[src/sv/mfb_ram.sv]
// ----------------------------------------------------------------------------
// mfb_ram
// Simple dual-port RAM: one write port, one read port with registered data.
// ----------------------------------------------------------------------------
`default_nettype none

module mfb_ram #(
  parameter int WIDTH = 8,
  parameter int DEPTH = 64
) (
  input  wire logic                     clk,
  input  wire logic                     we,
  input  wire logic [$clog2(DEPTH)-1:0] waddr,
  input  wire logic [WIDTH-1:0]         wdata,
  input  wire logic [$clog2(DEPTH)-1:0] raddr,
  output logic      [WIDTH-1:0]         rdata
);

  logic [WIDTH-1:0] mem [DEPTH];

  always_ff @(posedge clk) begin
    if (we) begin
      mem[waddr] <= wdata;
    end
    rdata <= mem[raddr];
  end

endmodule

`default_nettype wire

[config.mk]
export PLATFORM = sky130hd
export DESIGN_NAME = mfb_ram
export DESIGN_NICKNAME = d
export VERILOG_FILES = /design/src/sv/mfb_ram.sv
export SDC_FILE = /design/constraint.sdc
export NUM_CORES = 1
export LEC_CHECK = 0
export BUFFER_PORTS_ARGS = -buffer_cell sky130_fd_sc_hd__buf_2
export CORE_UTILIZATION = 25
export CTS_BUF_LIST = sky130_fd_sc_hd__clkbuf_8
export DETAILED_ROUTE_END_ITERATION = 10
export SYNTH_ARGS = -nofsm -noshare
export SYNTH_HDL_FRONTEND = slang
export SYNTH_SLANG_ARGS = --single-unit
[constraint.sdc]
create_clock -name clk -period 6.16 [get_ports clk]
set_input_delay 0.924 -clock clk [delete_from_list [all_inputs] [get_ports clk]]
set_output_delay 0.924 -clock clk [all_outputs]
set_load 0.005 [all_outputs]
==> flow_metrics.env <==
export IMPL_tightest_slew_ns=1.256
export IMPL_drcViolationCount=0
export IMPL_yosysSeqAreaShare=0.7703
export IMPL_post_cts_resize_count=0
export IMPL_fillers=7800
export IMPL_arrival_ns=3.53
export IMPL_synthXorXnorAreaFrac=0
export IMPL_syn2layout_area_growth_pct=13.70
export IMPL_place_area_mm2=0.02146
export IMPL_async_reset_ff_frac=0
export IMPL_synth_warnings=0
export IMPL_synthSimpleGateAreaFrac=0.03388
export IMPL_drv_cap=0
export IMPL_fmax_mhz=329.7
export IMPL_design_core_area_mm2=0.07939
export IMPL_hold_ws_ns=0.7286
export IMPL_clock_latency_ns=0.63
export IMPL_drive_above_1_share=0.2660
export IMPL_dp_hpwl_um=27100
export IMPL_vias=9722
export IMPL_root_buffer="clkbuf_8"
export IMPL_grtUsageTotal=0.1125
export IMPL_tns_ns=0
export IMPL_final_common_cell="edfxtp_1"
export IMPL_cp_max_fo=64
export IMPL_crit_path_cell_trace="clkbuf_8, buf_12, mux4_2, mux4_2, nor2_1, o32ai_1"
export IMPL_detail_route_first_pass_iterations=7
export IMPL_synth_ff_type="edfxtp_1"
export IMPL_skew_ns=0.02416
export IMPL_status="complete, no violations"
export IMPL_synth_top_family_by_area="multiplexers"
export IMPL_grt_max_degree=65
export IMPL_hold_class="in -> reg"
export IMPL_muxShareOfSynthArea=0.1594
export IMPL_critPathMaxStageDelay_ns=0.61
export IMPL_syn_instance_count=940
export IMPL_path_delay_family="multiplexers"
export IMPL_slowest_stage="mux4_2"
export IMPL_grt_ovfl_total=0
export IMPL_netlist_top_cells_area="edfxtp_1, mux4_2, nor2_1"
export IMPL_cp_common_cell="mux4_2"
export IMPL_ant_nets=0
export IMPL_drt_iter0_drc=1055
export IMPL_rsz0062_at_grt="no"
export IMPL_final_cell_mix="edfxtp_1, mux4_2, clkbuf_8"
export IMPL_slew_headroom=0.1624
export IMPL_syn_avg_cell_area_um2=21.45
export IMPL_maxSlewViolCount=0
export IMPL_crit_buf_inv=2
export IMPL_setup_viol=0
export IMPL_pin_count=30
export IMPL_synth_cell_types=40
export IMPL_cts_tree="yes"
export IMPL_gp_congestion=0.8024
export IMPL_min_period_ns=3.033
export IMPL_syn_num_nets=962
export IMPL_cts_max_path_buffers=3
export IMPL_n_antenna_cell=0
export IMPL_antenna_found_initial=4
export IMPL_die_height_um=286.0
export IMPL_grt_pass1_wl_um=67670
export IMPL_power_leakage_nw=6.990
export IMPL_routed_wl_um=45970
export IMPL_finalCritPeriodShare=0.4923
export IMPL_cts_sinks=520
export IMPL_critPathKind="in -> reg"
export IMPL_end_kind="flop"
export IMPL_fin_nets=1037
export IMPL_viasPerCell=4.575
export IMPL_grt_pass1_vias=9910
export IMPL_cp_data_required_time_ns=6.66
export IMPL_rows=103
export IMPL_cp_start_kind="input pin"
export IMPL_final_hold_violation_count=0
export IMPL_io_buffers=29
export IMPL_ys_ff_latch=520
export IMPL_clk_pin_slew_ns=0.06
export IMPL_vdd_drop_max_mv=0.1470
export IMPL_yosysTopAreaCellShare=0.7624
export IMPL_synth_fa_ha_area_frac=0
export IMPL_post_cts_buffers=0
export IMPL_cts_made_buffers=78
export IMPL_postCtsHoldBufs=0
export IMPL_initial_utilization=0.2540
export IMPL_die_x_um=286.0
export IMPL_synth_edff_count=512
export IMPL_synth_compound_area_share=0.02072
export IMPL_h_tree_depth=3
export IMPL_yosysTopAreaCell="edfxtp_1"
export IMPL_power_density_mw_per_mm2=304.9
export IMPL_die_area_mm2=0.08181
export IMPL_synthesis_area_mm2=0.02017
export IMPL_fin_area_mm2=0.02293
export IMPL_routedWlPerCell_um=21.63
==> sequential cells by signal, summed over array words and instances (netlist names) <==
name and cells:
mem 512, rdata 8
==> layout make-up <==
cell class,count,area [µm²],share of cell area
repair buffers,46,299.0,0.01304
well taps,1050,1314,0.05730
clock buffers,83,1142,0.04982
multi-input cells,369,4315,0.1882
flip-flops and latches,520,15530,0.6775
clock inverters,57,324.1,0.01413
==> per-stage QoR <==
stage / power (mW) / instances / setup slack (ns) / utilization
6_report: 6.992 / 2125 / 3.127 / 0.2888
5_1_grt: 7.229 / 2125 / 3.035 / 0.2888
4_1_cts: 7.040 / 2125 / 3.103 / 0.2888
3_5_place_dp: 4.363 / 1985 / 2.430 / 0.2704
3_3_place_gp: 4.356 / 1985 / 2.414 / 0.2704
2_1_floorplan: 4.206 / 940 / 3.568 / -
==> worst reg2reg max path: stages, from the launching register on <==
cell and delay (ns):
edfxtp_1 0.35, mux4_2 0.48, mux2_2 0.28, o221a_2 0.29
nor3_1 0.46, o32ai_1 0.16
==> synthesized netlist by cell type, types with 3 or more instances <==
master and count:
edfxtp_1 512, clkbuf_1 17, dfxtp_1 8, nor2b_1 14, a221oi_1 6, o2bb2ai_1 3
o22ai_1 8, mux4_2 126, nor2_1 83, o221ai_1 8, nand2b_1 7, buf_2 11
nand3b_1 3, mux2_2 13, a211oi_1 4, nand2_1 19, buf_4 13, a22oi_1 3
buf_1 4, buf_6 4, nor3_1 7, o2111ai_1 3, mux2i_1 23, nand3_1 13
a21oi_1 3
==> report_power, final <==
| part | switching, mW | internal [mW] | total, mW |
|---|---|---|---|
| registers | 0.0184 | 3.92 | 3.94 |
| logic | 0.218 | 0.131 | 0.349 |
| clock network | 1.33 | 1.38 | 2.71 |
| total | 1.57 | 5.42 | 6.99 |
==> cell families after synthesis <==
group	count (synthesis)
buffers and inverters	51
multiplexers	162
flip-flops	520
AND/OR/NAND/NOR	153
AO/OA/AOI/OAI	54
==> path summary, 6_finish.rpt <==
check | start | endpoint | slack (ns) | cells after the start
max | raddr[0] | rdata[4] | 3.13 | 6
min | raddr[5] | rdata[1] | 0.73 | 3
max reg2reg | mem[21][6] | rdata[6] | 4.04 | 5
min reg2reg | mem[34][0] | rdata[0] | 0.84 | 4
==> metal layers <==
metal	wire length, µm	global-route usage	vias up
met5	118	0.006977	-
met4	807	0.03008	8
met3	3771	0.03493	78
met2	20570	0.1650	387
met1	20700	0.1595	5154
li1	-	-	4095
(Power assumes the default switching activity.)
